## src/dtpc_pkg.sv

```systemverilog
// Shared types, codes and constants of the depth to point cloud block.
package dtpc_pkg;

    // Register indexes of the configuration port
    typedef enum logic [2:0] {
        REG_IMAGE_WIDTH    = 3'd0,
        REG_DECIMATION     = 3'd1,
        REG_DEPTH_ENCODING = 3'd2,
        REG_CENTER_X       = 3'd3,
        REG_CENTER_Y       = 3'd4,
        REG_INV_FOCAL_X    = 3'd5,
        REG_INV_FOCAL_Y    = 3'd6,
        REG_FALLBACK_RGB   = 3'd7
    } dtpc_reg_t;

    // Depth encodings
    localparam logic [1:0] ENC_MM16    = 2'd0;
    localparam logic [1:0] ENC_FLOAT32 = 2'd1;

    // Port widths
    localparam int IN_TDATA_W  = 56;
    localparam int IN_TUSER_W  = 2;
    localparam int OUT_TDATA_W = 104;
    localparam int CFG_INDEX_W = 3;
    localparam int CFG_DATA_W  = 25;

    // Point queue depth between front and back
    localparam int QUEUE_DEPTH = 4;

    // Depth decoding constants
    localparam logic [9:0]  MM_PER_M     = 10'd1000;
    localparam logic [15:0] DEPTH_MIN_MM = 16'd10;
    localparam logic [15:0] DEPTH_MAX_MM = 16'hFFFF;
    localparam logic [7:0]  F32_EXP_INF  = 8'hFF;
    localparam logic [7:0]  F32_EXP_SAT  = 8'd150;   // at or above: always saturates
    localparam logic [7:0]  F32_EXP_LOW  = 8'd110;   // below: rounds to zero

    // Projection fixed point
    localparam int ROUND_SHIFT = 28;
    localparam int SPLIT_BITS  = 18;

    typedef struct packed {
        logic [12:0] image_width;
        logic [7:0]  decimation;
        logic [1:0]  depth_encoding;
        logic [15:0] center_x;
        logic [15:0] center_y;
        logic [24:0] inv_focal_x;
        logic [24:0] inv_focal_y;
        logic [23:0] fallback_rgb;
    } dtpc_cfg_t;

    localparam dtpc_cfg_t CFG_RESET = '{
        image_width:    13'd640,
        decimation:     8'd1,
        depth_encoding: ENC_MM16,
        center_x:       16'd5120,
        center_y:       16'd3840,
        inv_focal_x:    25'd0,
        inv_focal_y:    25'd0,
        fallback_rgb:   24'hFFFFFF
    };

    typedef struct packed {
        logic full;
        logic empty;
    } dtpc_qstat_t;

    // Back end sequencer states
    typedef enum logic [2:0] {
        ST_IDLE,
        ST_MAG,
        ST_MZ,
        ST_PL,
        ST_PH,
        ST_SUM,
        ST_FIN
    } dtpc_state_t;

endpackage

```

## src/depth_to_point_cloud.sv

```systemverilog
// Top level of the depth image to point cloud back-projection block.
//
//  Channel  Dir  Handshake            Payload (lowest bit up)
//  s_       in   s_tvalid/s_tready    tdata: depth_word, color_rgb; tuser: color_present,
//                                     frame_start
//  m_       out  m_tvalid/m_tready    tdata: point_x_mm, point_y_mm, point_z_mm, point_color
//  cfg_     in   cfg_valid/cfg_ready  cfg_index, cfg_data (always ready)
//
// The front end takes one pixel per clock but stalls while a point waits on a full queue.
// Each point goes through the back end as a pop plus six steps per coordinate through
// the one shared multiplier (mag*z, then the two halves of the product times 1/f).
// A four-entry queue lets the front run ahead while the back end or m_tready stalls.
// Reset is asynchronous: registers return to their defaults, counters to zero.
module depth_to_point_cloud #(
    parameter int MAX_WIDTH  = 4096,
    parameter int MAX_HEIGHT = 4096
) (
    input  logic                                clk,
    input  logic                                rst_n,
    input  logic                                s_tvalid,
    output logic                                s_tready,
    input  logic [dtpc_pkg::IN_TDATA_W-1:0]     s_tdata,   // depth_word, color_rgb
    input  logic [dtpc_pkg::IN_TUSER_W-1:0]     s_tuser,   // color_present, frame_start
    output logic                                m_tvalid,
    input  logic                                m_tready,
    output logic [dtpc_pkg::OUT_TDATA_W-1:0]    m_tdata,   // x, y, z, colour
    input  logic                                cfg_valid,
    output logic                                cfg_ready,
    input  logic [dtpc_pkg::CFG_INDEX_W-1:0]    cfg_index,
    input  logic [dtpc_pkg::CFG_DATA_W-1:0]     cfg_data
);
    import dtpc_pkg::*;

    localparam int CW = $clog2(MAX_WIDTH);
    localparam int RW = $clog2(MAX_HEIGHT);
    localparam int EW = CW + RW + 40;

    dtpc_cfg_t   cfg_reg;
    dtpc_qstat_t qstat;
    logic        push, pop;
    logic [EW-1:0] push_data, pop_data;
    logic [31:0] point_x_mm, point_y_mm;
    logic [15:0] point_z_mm;
    logic [23:0] point_color;

    assign cfg_ready = 1'b1;

    // Write configuration registers
    always_ff @(posedge clk or negedge rst_n)
    begin
        if (!rst_n)
        begin
            cfg_reg <= CFG_RESET;
        end
        else if (cfg_valid && cfg_ready)
        begin
            case (dtpc_reg_t'(cfg_index))
                REG_IMAGE_WIDTH:    cfg_reg.image_width    <= cfg_data[12:0];
                REG_DECIMATION:     cfg_reg.decimation     <= cfg_data[7:0];
                REG_DEPTH_ENCODING: cfg_reg.depth_encoding <= cfg_data[1:0];
                REG_CENTER_X:       cfg_reg.center_x       <= cfg_data[15:0];
                REG_CENTER_Y:       cfg_reg.center_y       <= cfg_data[15:0];
                REG_INV_FOCAL_X:    cfg_reg.inv_focal_x    <= cfg_data[24:0];
                REG_INV_FOCAL_Y:    cfg_reg.inv_focal_y    <= cfg_data[24:0];
                REG_FALLBACK_RGB:   cfg_reg.fallback_rgb   <= cfg_data[23:0];
                default: ;
            endcase
        end
    end

    dtpc_front #(
        .MAX_WIDTH  (MAX_WIDTH),
        .MAX_HEIGHT (MAX_HEIGHT)
    ) u_front (
        .clk           (clk),
        .rst_n         (rst_n),
        .cfg           (cfg_reg),
        .in_valid      (s_tvalid),
        .in_ready      (s_tready),
        .depth_word    (s_tdata[31:0]),
        .color_rgb     (s_tdata[55:32]),
        .color_present (s_tuser[0]),
        .frame_start   (s_tuser[1]),
        .push          (push),
        .push_data     (push_data),
        .qstat         (qstat)
    );

    dtpc_queue #(
        .WIDTH (EW),
        .DEPTH (QUEUE_DEPTH)
    ) u_queue (
        .clk       (clk),
        .rst_n     (rst_n),
        .push      (push),
        .push_data (push_data),
        .pop       (pop),
        .pop_data  (pop_data),
        .qstat     (qstat)
    );

    dtpc_back #(
        .MAX_WIDTH  (MAX_WIDTH),
        .MAX_HEIGHT (MAX_HEIGHT)
    ) u_back (
        .clk         (clk),
        .rst_n       (rst_n),
        .cfg         (cfg_reg),
        .qstat       (qstat),
        .pop_data    (pop_data),
        .pop         (pop),
        .out_valid   (m_tvalid),
        .out_ready   (m_tready),
        .point_x_mm  (point_x_mm),
        .point_y_mm  (point_y_mm),
        .point_z_mm  (point_z_mm),
        .point_color (point_color)
    );

    assign m_tdata = {point_color, point_z_mm, point_y_mm, point_x_mm};

endmodule

```

## src/dtpc_front.sv

```systemverilog
// Front end: pixel position counters, decimation, depth decoding and point classification.
module dtpc_front #(
    parameter int MAX_WIDTH  = 4096,
    parameter int MAX_HEIGHT = 4096,
    localparam int CW = $clog2(MAX_WIDTH),
    localparam int RW = $clog2(MAX_HEIGHT),
    localparam int EW = CW + RW + 40
) (
    input  logic                    clk,
    input  logic                    rst_n,
    input  dtpc_pkg::dtpc_cfg_t     cfg,
    input  logic                    in_valid,
    output logic                    in_ready,
    input  logic [31:0]             depth_word,
    input  logic [23:0]             color_rgb,
    input  logic                    color_present,
    input  logic                    frame_start,
    output logic                    push,
    output logic [EW-1:0]           push_data,
    input  dtpc_pkg::dtpc_qstat_t   qstat
);
    import dtpc_pkg::*;

    localparam int CMPW = ($clog2(MAX_WIDTH + 1) > 13) ? $clog2(MAX_WIDTH + 1) : 13;
    localparam int RCW  = $clog2(MAX_HEIGHT + 1);

    logic [CW-1:0]   col_reg, col_next, cur_col;
    logic [RW-1:0]   row_reg, row_next, cur_row;
    logic [7:0]      cph_reg, cph_next, cur_cph;
    logic [7:0]      rph_reg, rph_next, cur_rph;
    logic [CMPW-1:0] w_raw, w_eff, col_inc;
    logic [RCW-1:0]  row_inc;
    logic [7:0]      step;
    logic [8:0]      cph_inc, rph_inc;
    logic            row_end, in_acc, keep_in;
    logic [23:0]     mant24;

    logic            s1_valid_reg;
    logic            s1_keep_reg;
    logic            s1_float_reg;
    logic            s1_sign_reg;
    logic [7:0]      s1_exp_reg;
    logic [15:0]     s1_raw_reg;
    logic [33:0]     s1_m1000_reg;
    logic [CW-1:0]   s1_col_reg;
    logic [RW-1:0]   s1_row_reg;
    logic [23:0]     s1_color_reg;

    logic [5:0]      shamt;
    logic [33:0]     shifted;
    logic [34:0]     rounded;
    logic [15:0]     z_mm;
    logic            s1_point, s1_adv;

    // Position of this pixel, cleared on frame start
    always_comb
    begin
        cur_col = frame_start ? '0 : col_reg;
        cur_row = frame_start ? '0 : row_reg;
        cur_cph = frame_start ? '0 : cph_reg;
        cur_rph = frame_start ? '0 : rph_reg;
    end

    // Advance counters past this pixel
    always_comb
    begin
        w_raw   = (cfg.image_width == 13'd0) ? CMPW'(1) : CMPW'(cfg.image_width);
        w_eff   = (w_raw > CMPW'(MAX_WIDTH)) ? CMPW'(MAX_WIDTH) : w_raw;
        step    = (cfg.decimation == 8'd0) ? 8'd1 : cfg.decimation;
        col_inc = CMPW'(cur_col) + CMPW'(1);
        row_inc = RCW'(cur_row) + RCW'(1);
        cph_inc = {1'b0, cur_cph} + 9'd1;
        rph_inc = {1'b0, cur_rph} + 9'd1;
        row_end = (col_inc >= w_eff);
        if (row_end)
        begin
            col_next = '0;
            cph_next = '0;
            row_next = (row_inc >= RCW'(MAX_HEIGHT)) ? '0 : row_inc[RW-1:0];
            rph_next = (rph_inc >= {1'b0, step}) ? 8'd0 : rph_inc[7:0];
        end
        else
        begin
            col_next = col_inc[CW-1:0];
            cph_next = (cph_inc >= {1'b0, step}) ? 8'd0 : cph_inc[7:0];
            row_next = cur_row;
            rph_next = cur_rph;
        end
    end

    // Classify the incoming item
    always_comb
    begin
        in_acc  = in_valid && in_ready;
        mant24  = {(depth_word[30:23] != 8'd0), depth_word[22:0]};
        keep_in = (cur_cph == 8'd0) && (cur_rph == 8'd0)
                  && (cfg.inv_focal_x != 25'd0) && (cfg.inv_focal_y != 25'd0)
                  && ((cfg.depth_encoding == ENC_MM16)
                      || ((cfg.depth_encoding == ENC_FLOAT32)
                          && (depth_word[30:23] != F32_EXP_INF)));
    end

    always_ff @(posedge clk or negedge rst_n)
    begin
        if (!rst_n)
        begin
            col_reg <= '0;
            row_reg <= '0;
            cph_reg <= '0;
            rph_reg <= '0;
        end
        else if (in_acc)
        begin
            col_reg <= col_next;
            row_reg <= row_next;
            cph_reg <= cph_next;
            rph_reg <= rph_next;
        end
    end

    // Hold the captured item until it leaves for the queue or is dropped
    always_ff @(posedge clk or negedge rst_n)
    begin
        if (!rst_n)
        begin
            s1_valid_reg <= 1'b0;
        end
        else if (in_acc)
        begin
            s1_valid_reg <= 1'b1;
        end
        else if (s1_adv)
        begin
            s1_valid_reg <= 1'b0;
        end
    end

    always_ff @(posedge clk)
    begin
        if (in_acc)
        begin
            s1_keep_reg  <= keep_in;
            s1_float_reg <= (cfg.depth_encoding == ENC_FLOAT32);
            s1_sign_reg  <= depth_word[31];
            s1_exp_reg   <= depth_word[30:23];
            s1_raw_reg   <= depth_word[15:0];
            s1_m1000_reg <= 34'(mant24) * 34'(MM_PER_M);
            s1_col_reg   <= cur_col;
            s1_row_reg   <= cur_row;
            s1_color_reg <= color_present ? color_rgb : cfg.fallback_rgb;
        end
    end

    // Decode depth to millimetres (16-bit passes through), round float to nearest and saturate
    always_comb
    begin
        shamt   = 6'(F32_EXP_SAT - s1_exp_reg - 8'd1);
        shifted = s1_m1000_reg >> shamt;
        rounded = (35'(shifted) + 35'd1) >> 1;
        if (!s1_float_reg)
        begin
            z_mm = s1_raw_reg;
        end
        else if (s1_sign_reg || (s1_exp_reg == 8'd0) || (s1_exp_reg < F32_EXP_LOW))
        begin
            z_mm = 16'd0;
        end
        else if (s1_exp_reg >= F32_EXP_SAT)
        begin
            z_mm = DEPTH_MAX_MM;
        end
        else
        begin
            z_mm = (rounded > 35'(DEPTH_MAX_MM)) ? DEPTH_MAX_MM : rounded[15:0];
        end
    end

    // Push points, drop the rest
    always_comb
    begin
        s1_point  = s1_keep_reg && (z_mm > DEPTH_MIN_MM);
        push      = s1_valid_reg && s1_point && !qstat.full;
        s1_adv    = s1_valid_reg && (!s1_point || !qstat.full);
        in_ready  = !s1_valid_reg || s1_adv;
        push_data = {s1_color_reg, z_mm, s1_row_reg, s1_col_reg};
    end

endmodule

```

## src/dtpc_queue.sv

```systemverilog
// Short point queue between the front and back ends.
module dtpc_queue #(
    parameter int WIDTH = 64,
    parameter int DEPTH = 4
) (
    input  logic                    clk,
    input  logic                    rst_n,
    input  logic                    push,
    input  logic [WIDTH-1:0]        push_data,
    input  logic                    pop,
    output logic [WIDTH-1:0]        pop_data,
    output dtpc_pkg::dtpc_qstat_t   qstat
);
    import dtpc_pkg::*;

    localparam int PW = (DEPTH > 1) ? $clog2(DEPTH) : 1;
    localparam int NW = $clog2(DEPTH + 1);

    logic [WIDTH-1:0] mem_reg [DEPTH];
    logic [PW-1:0]    wr_ptr_reg, rd_ptr_reg;
    logic [NW-1:0]    count_reg;
    logic             do_push, do_pop;

    always_comb
    begin
        qstat.full  = (count_reg == NW'(DEPTH));
        qstat.empty = (count_reg == '0);
        do_push     = push && !qstat.full;
        do_pop      = pop && !qstat.empty;
        pop_data    = mem_reg[rd_ptr_reg];
    end

    // Advance pointers and fill count
    always_ff @(posedge clk or negedge rst_n)
    begin
        if (!rst_n)
        begin
            wr_ptr_reg <= '0;
            rd_ptr_reg <= '0;
            count_reg  <= '0;
        end
        else
        begin
            if (do_push)
            begin
                wr_ptr_reg <= (wr_ptr_reg == PW'(DEPTH - 1)) ? '0 : wr_ptr_reg + PW'(1);
            end
            if (do_pop)
            begin
                rd_ptr_reg <= (rd_ptr_reg == PW'(DEPTH - 1)) ? '0 : rd_ptr_reg + PW'(1);
            end
            if (do_push && !do_pop)
            begin
                count_reg <= count_reg + NW'(1);
            end
            else if (do_pop && !do_push)
            begin
                count_reg <= count_reg - NW'(1);
            end
        end
    end

    // Store the pushed item
    always_ff @(posedge clk)
    begin
        if (do_push)
        begin
            mem_reg[wr_ptr_reg] <= push_data;
        end
    end

endmodule

```

## src/dtpc_back.sv

```systemverilog
// Back end: pinhole projection through one shared multiplier and the output register.
module dtpc_back #(
    parameter int MAX_WIDTH  = 4096,
    parameter int MAX_HEIGHT = 4096,
    localparam int CW = $clog2(MAX_WIDTH),
    localparam int RW = $clog2(MAX_HEIGHT),
    localparam int EW = CW + RW + 40
) (
    input  logic                    clk,
    input  logic                    rst_n,
    input  dtpc_pkg::dtpc_cfg_t     cfg,
    input  dtpc_pkg::dtpc_qstat_t   qstat,
    input  logic [EW-1:0]           pop_data,
    output logic                    pop,
    output logic                    out_valid,
    input  logic                    out_ready,
    output logic [31:0]             point_x_mm,
    output logic [31:0]             point_y_mm,
    output logic [15:0]             point_z_mm,
    output logic [23:0]             point_color
);
    import dtpc_pkg::*;

    localparam int P   = (CW > RW) ? CW : RW;
    localparam int MW  = (P + 4 > 16) ? P + 4 : 16;
    localparam int TW  = MW + 16;
    localparam int HW  = TW - SPLIT_BITS;
    localparam int OA  = (MW > SPLIT_BITS) ? MW : SPLIT_BITS;
    localparam int BW  = 25;
    localparam int PRW = OA + BW;
    localparam int AW  = TW + BW;
    localparam int RXW = (AW - ROUND_SHIFT > 33) ? AW - ROUND_SHIFT : 33;

    dtpc_state_t   state_reg, state_next;
    logic          sel_reg;
    logic [CW-1:0] col_reg;
    logic [RW-1:0] row_reg;
    logic [15:0]   z_reg;
    logic [23:0]   color_reg;
    logic [MW-1:0] mag_reg;
    logic          neg_reg;
    logic [PRW-1:0] prod_reg;
    logic [HW-1:0] hi_reg;
    logic [AW-1:0] acc_reg;
    logic [31:0]   x_reg;
    logic          out_valid_reg;
    logic [31:0]   out_x_reg, out_y_reg;
    logic [15:0]   out_z_reg;
    logic [23:0]   out_color_reg;

    logic          out_free;
    logic          ld_work, ld_mag, ld_prod, ld_hi, acc_init, acc_add;
    logic          fin_x, fin_y;
    logic [OA-1:0] mul_a;
    logic [BW-1:0] mul_b, inv_sel;
    logic [P-1:0]  pos_sel;
    logic [MW:0]   p16, cen, diff;
    logic          neg_c;
    logic [RXW-1:0] r_ext;
    logic [31:0]   res;

    assign out_free = !out_valid_reg || out_ready;

    // Next state
    always_comb
    begin
        state_next = state_reg;
        case (state_reg)
            ST_IDLE: state_next = qstat.empty ? ST_IDLE : ST_MAG;
            ST_MAG:  state_next = ST_MZ;
            ST_MZ:   state_next = ST_PL;
            ST_PL:   state_next = ST_PH;
            ST_PH:   state_next = ST_SUM;
            ST_SUM:  state_next = ST_FIN;
            ST_FIN:
            begin
                if (!sel_reg)
                begin
                    state_next = ST_MAG;
                end
                else if (out_free)
                begin
                    state_next = ST_IDLE;
                end
            end
            default: state_next = ST_IDLE;
        endcase
    end

    // Sequencer outputs
    always_comb
    begin
        pop      = 1'b0;
        ld_work  = 1'b0;
        ld_mag   = 1'b0;
        ld_prod  = 1'b0;
        ld_hi    = 1'b0;
        acc_init = 1'b0;
        acc_add  = 1'b0;
        fin_x    = 1'b0;
        fin_y    = 1'b0;
        mul_a    = OA'(mag_reg);
        mul_b    = BW'(z_reg);
        case (state_reg)
            ST_IDLE:
            begin
                pop     = !qstat.empty;
                ld_work = !qstat.empty;
            end
            ST_MAG: ld_mag = 1'b1;
            ST_MZ:  ld_prod = 1'b1;
            ST_PL:
            begin
                ld_prod = 1'b1;
                ld_hi   = 1'b1;
                mul_a   = OA'(prod_reg[SPLIT_BITS-1:0]);
                mul_b   = inv_sel;
            end
            ST_PH:
            begin
                ld_prod  = 1'b1;
                acc_init = 1'b1;
                mul_a    = OA'(hi_reg);
                mul_b    = inv_sel;
            end
            ST_SUM: acc_add = 1'b1;
            ST_FIN:
            begin
                fin_x = !sel_reg;
                fin_y = sel_reg && out_free;
            end
            default: ;
        endcase
    end

    // Signed offset from the principal point, Q.4 pixels
    always_comb
    begin
        inv_sel = sel_reg ? cfg.inv_focal_y : cfg.inv_focal_x;
        pos_sel = sel_reg ? P'(row_reg) : P'(col_reg);
        p16     = (MW + 1)'({pos_sel, 4'b0000});
        cen     = (MW + 1)'(sel_reg ? cfg.center_y : cfg.center_x);
        neg_c   = (p16 < cen);
        diff    = neg_c ? (cen - p16) : (p16 - cen);
    end

    // Drop rounding bits, restore sign and saturate
    always_comb
    begin
        r_ext = RXW'(acc_reg >> ROUND_SHIFT);
        if (neg_reg)
        begin
            res = (r_ext > RXW'(33'h080000000)) ? 32'h80000000 : (32'd0 - r_ext[31:0]);
        end
        else
        begin
            res = (r_ext > RXW'(33'h07FFFFFFF)) ? 32'h7FFFFFFF : r_ext[31:0];
        end
    end

    always_ff @(posedge clk or negedge rst_n)
    begin
        if (!rst_n)
        begin
            state_reg     <= ST_IDLE;
            sel_reg       <= 1'b0;
            out_valid_reg <= 1'b0;
        end
        else
        begin
            state_reg <= state_next;
            if (ld_work)
            begin
                sel_reg <= 1'b0;
            end
            else if (fin_x)
            begin
                sel_reg <= 1'b1;
            end
            if (fin_y)
            begin
                out_valid_reg <= 1'b1;
            end
            else if (out_ready)
            begin
                out_valid_reg <= 1'b0;
            end
        end
    end

    // Work and datapath registers
    always_ff @(posedge clk)
    begin
        if (ld_work)
        begin
            col_reg   <= pop_data[CW-1:0];
            row_reg   <= pop_data[CW+RW-1:CW];
            z_reg     <= pop_data[CW+RW+15:CW+RW];
            color_reg <= pop_data[EW-1:CW+RW+16];
        end
        if (ld_mag)
        begin
            mag_reg <= diff[MW-1:0];
            neg_reg <= neg_c;
        end
        if (ld_prod)
        begin
            prod_reg <= PRW'(mul_a) * PRW'(mul_b);
        end
        if (ld_hi)
        begin
            hi_reg <= prod_reg[TW-1:SPLIT_BITS];
        end
        if (acc_init)
        begin
            acc_reg <= AW'(prod_reg) + (AW'(1) << (ROUND_SHIFT - 1));
        end
        else if (acc_add)
        begin
            acc_reg <= acc_reg + (AW'(prod_reg) << SPLIT_BITS);
        end
        if (fin_x)
        begin
            x_reg <= res;
        end
        if (fin_y)
        begin
            out_x_reg     <= x_reg;
            out_y_reg     <= res;
            out_z_reg     <= z_reg;
            out_color_reg <= color_reg;
        end
    end

    assign out_valid   = out_valid_reg;
    assign point_x_mm  = out_x_reg;
    assign point_y_mm  = out_y_reg;
    assign point_z_mm  = out_z_reg;
    assign point_color = out_color_reg;

endmodule

```

## config.mk

```make
export PLATFORM = sky130hd
export DESIGN_NAME = depth_to_point_cloud
export DESIGN_NICKNAME = d
export VERILOG_FILES = /design/src/dtpc_pkg.sv /design/src/depth_to_point_cloud.sv /design/src/dtpc_front.sv /design/src/dtpc_queue.sv /design/src/dtpc_back.sv
export SDC_FILE = /design/constraint.sdc
export NUM_CORES = 2
export LEC_CHECK = 0
export BUFFER_PORTS_ARGS = -buffer_cell sky130_fd_sc_hd__buf_4
export CAP_MARGIN = 20
export CORE_MARGIN = 8
export CORE_UTILIZATION = 30
export DETAILED_ROUTE_END_ITERATION = 12
export SLEW_MARGIN = 20
export SYNTH_ARGS = -nofsm -noshare
export SYNTH_HDL_FRONTEND = slang
export SYNTH_SLANG_ARGS = --single-unit
export TNS_END_PERCENT = 10
```

## constraint.sdc

```tcl
create_clock -name clk -period 10.86 [get_ports clk]
set_input_delay 0.543 -clock clk [delete_from_list [all_inputs] [get_ports clk]]
set_output_delay 0.543 -clock clk [all_outputs]
set_load 0.01 [all_outputs]
```

# Word-level counts from Yosys, hierarchy flattened
# Memory sizes are Yosys's and may differ from the RTL's. A register that Yosys moved wholly into a read port is not among the register bits.
# Index checks and enable logic that the tools add are counted.
# classes
n_addsub,16
n_bitwise,0
reduce_logical,56
n_div,0
multipliers,2
order_cmp,12
n_eq_ne,19
mux,54
shifts,1
# ops
operator,n
$mux 57,2
$mux 16,6
$mux 12,6
$mux 32,2
$add 57x57->57,1
$mux 8,7
$mux 25,2
$reduce_bool 25->1,2
$add 43x28->44 const B,1
$mul 18x25->43,1
$pmux 18 s2,1
$add 34x1->35 const B,1
$gt 34x16->1 const B,1
$shr 34x6->34,1
$gt 29x32->1 const B,1
$logic_not 8->1,4
$sub 16x16->16,2
$gt 29x31->1 const B,1
$mul 24x7->31 const B,1
$mux 31,1
$sub 1x29->30 const A,1
$add 12x1->13 const B,2
$mux 13,2
$eq 3x3->1 const B,8
36 further kinds,103
# word_totals
reg_bits,555
mem_count,1
rom_bits,0
latchBits,0
mem_bits_rw,256
wordCells,199
# mem_list
name,depth,word_bits,rd,rd_ports_with_merged_regs,write_ports,line,source
u_queue.mem_reg,4,64,1,1,1,dtpc_queue.sv:19,logic [WIDTH-1:0] mem_reg [DEPTH];

# Depth between registers and ports, before layout
# depth
depth_word,18
mapped_depth,36

# By module
# Synthesis repeated with hierarchy kept, for this count alone.
# unflattened
hier_cells,4931
hier_area_um2,58686.3
# modules_own_cells
module,seq_area_each_um2,cells_each,n_inst,area_per_inst_um2
dtpc_back,9344.0,2886,1,29226.8
dtpc_front,4149.0,1391,1,14705.4
dtpc_queue,7862.5,371,1,9680.5
depth_to_point_cloud,3269.4,283,1,5073.6

# Least setup slack after synthesis
# No wires, ideal clock.
# synth_timing
path_type,reg2reg
startpoint,register u_back.state_reg[1]
endpoint,register u_back.prod_reg[41] (data pin)
t_required_ps,10602
path_buffers,4
arrival_ps,8425
setup_time_ps,258
path_stages_with_launch,32
setup_slack_ps,2177
path_cell_list,dfrtp_1 > clkbuf_1 > inv_1 > or3_1 > clkbuf_1 > inv_1 > nor2_1 > clkbuf_1 > clkbuf_1 > o21ai_1 > nand2_1 > fa_1 > inv_1 > fa_1 > inv_1 > fa_1 > fa_1 > fa_1 > inv_1 > fa_1 > ha_1 > a21o_1 > a21oi_1 > nor2b_1 > or2_2 > a221o_1 > o41ai_1 > o211ai_1 > and2_1 > a2111o_1 > a21oi_1 > xnor2_1
# synth_via
elab_chain_cells,4
word_cells_on_any_way,6
classes_between,1 x mul; 2 x eq/ne; 2 x mux; 1 x reduce/logical
# synth_rtl
element,line,source
"start, declared",dtpc_back.sv:34,"dtpc_state_t state_reg, state_next;"
"start signal, assigned",dtpc_back.sv:171,state_reg <= state_next;
$eq 3x2->1 / $eq 3x3->1 (equally long branches),dtpc_back.sv:104,case (state_reg)
$reduce_or 2->1 (no line),-,
$mux 25,dtpc_back.sv:104,
$mul 18x25->43 *,dtpc_back.sv:208,prod_reg <= PRW'(mul_a) * PRW'(mul_b);
"end signal, assigned",dtpc_back.sv:208,
"end, declared",dtpc_back.sv:42,logic [PRW-1:0] prod_reg;
# Every way passes the cells marked *; elsewhere a longest branch is shown, timed or not.
# A chain may end at the register's enable or synchronous reset.

# Worst setup path in the final report
# layout_timing
startpoint,register u_back.state_reg[1]
endpoint,register u_back.prod_reg[42] (data pin)
# Same word-level chain as after synthesis.

==> reports/qor.yml <==
status:
  outcome: "completed"
yosys:
  yosysSeqAreaShare: 0.432
  syn_area_sq_um: 57000
  ys_top_cells_by_area: "edfxtp_1, fa_1, dfrtp_1, ha_1, mux4_2"
  synth_top_area_cell: "edfxtp_1"
  ys.flop_type: "edfxtp_1"
  synth_top_area_share: 0.352
  ys_types: 105
  yosys_register_bits: 849
  ys_warn_count: 0
  synth_edf_count: 667
  synth_area_per_cell_sq_um: 12.0
  synth_async_sr_flop_share: 0.214
  syn-num-nets: 5576
  syn_inst: 4736
critical_path:
  path_common_cell: "fa_1"
  cp-end-kind: "register"
  r2r-start: "u_back.state_reg[1]"
  cp.required_ps: 11350
  worstSetupStartpointType: "register"
  worst_r2r_endpoint: "u_back.prod_reg[42]"
  reg2regPathDepth: 30
  crit_fanout: 23
  crit_slowest_cell: "inv_1"
  setup.worst_path.start: "u_back.state_reg[1]"
  worstSetupPathType: "register to register"
  max_stage_delay_ps: 730
  critPathArrivalTime_ps: 10660
  rrSetupSlack_ps: 690
timing:
  rsz0062_at_grt: "no"
  relSlewSlack: 0.229
  worstMarginPinSlew_ps: 1150
  clock_skew_ps: 65.0
  setup_tns_ps: 0
  maxSlewViolCount: 0
  setup_viol: 0
  period_minus_slack_ps: 10170
  holdWs_ps: 79.3
  period_share: 0.936
  max_freq_mhz: 98.3
  hold_viol_final: 0
global_routing:
  grt_overflow: 0
  grt_max_degree: 78
  grt_pass1_wl_um: 233000
  grt_usage: 0.147
  antenna_found_initial: 4
  grt_pass1_vias: 38100
cts:
  cts_made_buffers: 93
  clock_path_buffers: 3
  tritoncts: "done"
  clock_latency_ps: 740
  path_clk_slew_ps: 70
  cts.sink_count: 849
  htree_levels: 3
  cts_root_buf: "clkbuf_16"
route:
  wl_per_cell_um: 20.2
  vias: 36600
  dr.pass1.iters: 5
  drt_iter0_markers: 2408
  postRouteAntennaNets: 0
  routed_wl_um: 152000
  avgViaCountPerCell: 4.86
  drcViolationCount: 0
final_layout:
  final_cells: 7528
  nets: 5777
  final_cell_mix: "edfxtp_1, nand2_1, inv_1"
  fillers: 18700
  syn2layout_area_growth_pct: 13.7
  largest_reg_flops: 256
  mostFrequentLayoutCell: "edfxtp_1"
  drive_above_1_share: 0.162
placed_design:
  hpwl_um: 118000
  gp_congestion: 0.892
  port_buffers: 196
  dp_cells: 7339
floorplan:
  core-area_sq_um: 189000
  row_count: 160
  dieArea_sq_um: 204000
  ios: 198
  die_w_um: 452
  start_util: 0.301
  die_y_um: 452
hold_path:
  min_from: "cfg_data[20]"
  hp-class: "input pin to register"
  min_to: "cfg_reg[69]"
  holdPathStages: 2
run:
  cap_violations: 0
per-stage QoR:
| step | instance area, sq um | setup WS, ps | util |
|---|---|---|---|
| after global routing | 64800 | 117 | 0.342 |
| after detailed placement | 61500 | 693 | 0.325 |
| after floorplan | 57000 | 2180 | - |
| after CTS | 64800 | 708 | 0.342 |
| final | 64800 | 692 | 0.342 |
| after global placement | 61500 | 899 | 0.325 |
how the worst max path moves through the flow:
stage | end | slack [ps] | cells after the start
floorplan | u_back.prod_reg[41] | 2180 | 31
global placement | u_back.prod_reg[42] | 900 | 30
detailed placement | u_back.prod_reg[42] | 690 | 30
CTS | u_back.prod_reg[42] | 710 | 30
global route | u_back.prod_reg[42] | 120 | 30
finish | u_back.prod_reg[42] | 690 | 30
worst max-delay path: cells and delay by family (launching register included):
family / cells / cell delay (ps)
compound gates: 9 / 2260
fa+ha+maj: 7 / 3410
buf+inv: 6 / 1480
flops: 1 / 580
mux: 1 / 220
simple gates: 7 / 1960
Yosys cell counts, types with 11 or more instances:
| cell | n |
|---|---|
| nand3_1 | 72 |
| buf_1 | 27 |
| or3_1 | 30 |
| o2bb2ai_1 | 15 |
| mux2i_1 | 81 |
| nand2b_1 | 28 |
| a31o_2 | 12 |
| o21ai_0 | 125 |
| a21oi_1 | 131 |
| xor2_1 | 56 |
| inv_1 | 526 |
| o21bai_1 | 16 |
| a21o_1 | 39 |
| or2_2 | 14 |
| nand4_1 | 31 |
| buf_2 | 18 |
| a22o_1 | 13 |
| nand2_1 | 576 |
| nor3_1 | 45 |
| o21ai_1 | 29 |
| clkbuf_1 | 115 |
| nor3b_1 | 12 |
| xnor2_1 | 128 |
| o41ai_1 | 11 |
| a21boi_0 | 12 |
| nor2b_1 | 73 |
| nor2_1 | 256 |
| o31ai_1 | 27 |
| a31oi_1 | 19 |
| and2_1 | 32 |
| mux4_2 | 99 |
| buf_4 | 11 |
| dfstp_2 | 33 |
| fa_1 | 457 |
| o21a_1 | 35 |
| mux2_2 | 172 |
| nor4_1 | 28 |
| dfrtp_1 | 149 |
| edfxtp_1 | 667 |
| ha_1 | 292 |
| a211oi_1 | 16 |
| and3_1 | 33 |
cells by family after synthesis:
logic type | synth area share
adders and majority gates | 0.225
AOI/OAI and AO/OA | 0.0732
and+or+nand+nor | 0.103
xor gates and xnor gates | 0.0283
buffers and inverters | 0.0490
other | 0.0000658
muxes | 0.0891
DFF | 0.432
layout make-up:
class	count	area (sq um)	share of cell area
Multi-Input combinational cell	3177	29700	0.458
Sequential cell	849	24600	0.380
Inverter	531	2000	0.0308
Clock buffer	107	2430	0.0375
Tap cell	2511	3140	0.0485
Clock inverter	64	742	0.0114
Timing Repair Buffer	285	2190	0.0338
Antenna cell	4	10.0	0.000154
timing repair:
action | CTS | global route
endpoints found under the hold margin | 56 | 0
resized for setup | 0 | 0
buffers inserted | 0 | 0
hold buffers | 12 | 0
layer usage:
metal / global-route usage / wire length (um) / share of wire / vias to the layer above
met5: 0 / 16 / 0.00010 / -
met4: 0.0470 / 4550 / 0.030 / 2
met3: 0.0234 / 7280 / 0.048 / 200
met2: 0.260 / 76300 / 0.50 / 898
met1: 0.183 / 64300 / 0.42 / 18600
li1: - / - / - / 16900
Power is not shown: default switching activity piles up to over one toggle a cycle in this logic, so the estimate is an artifact.
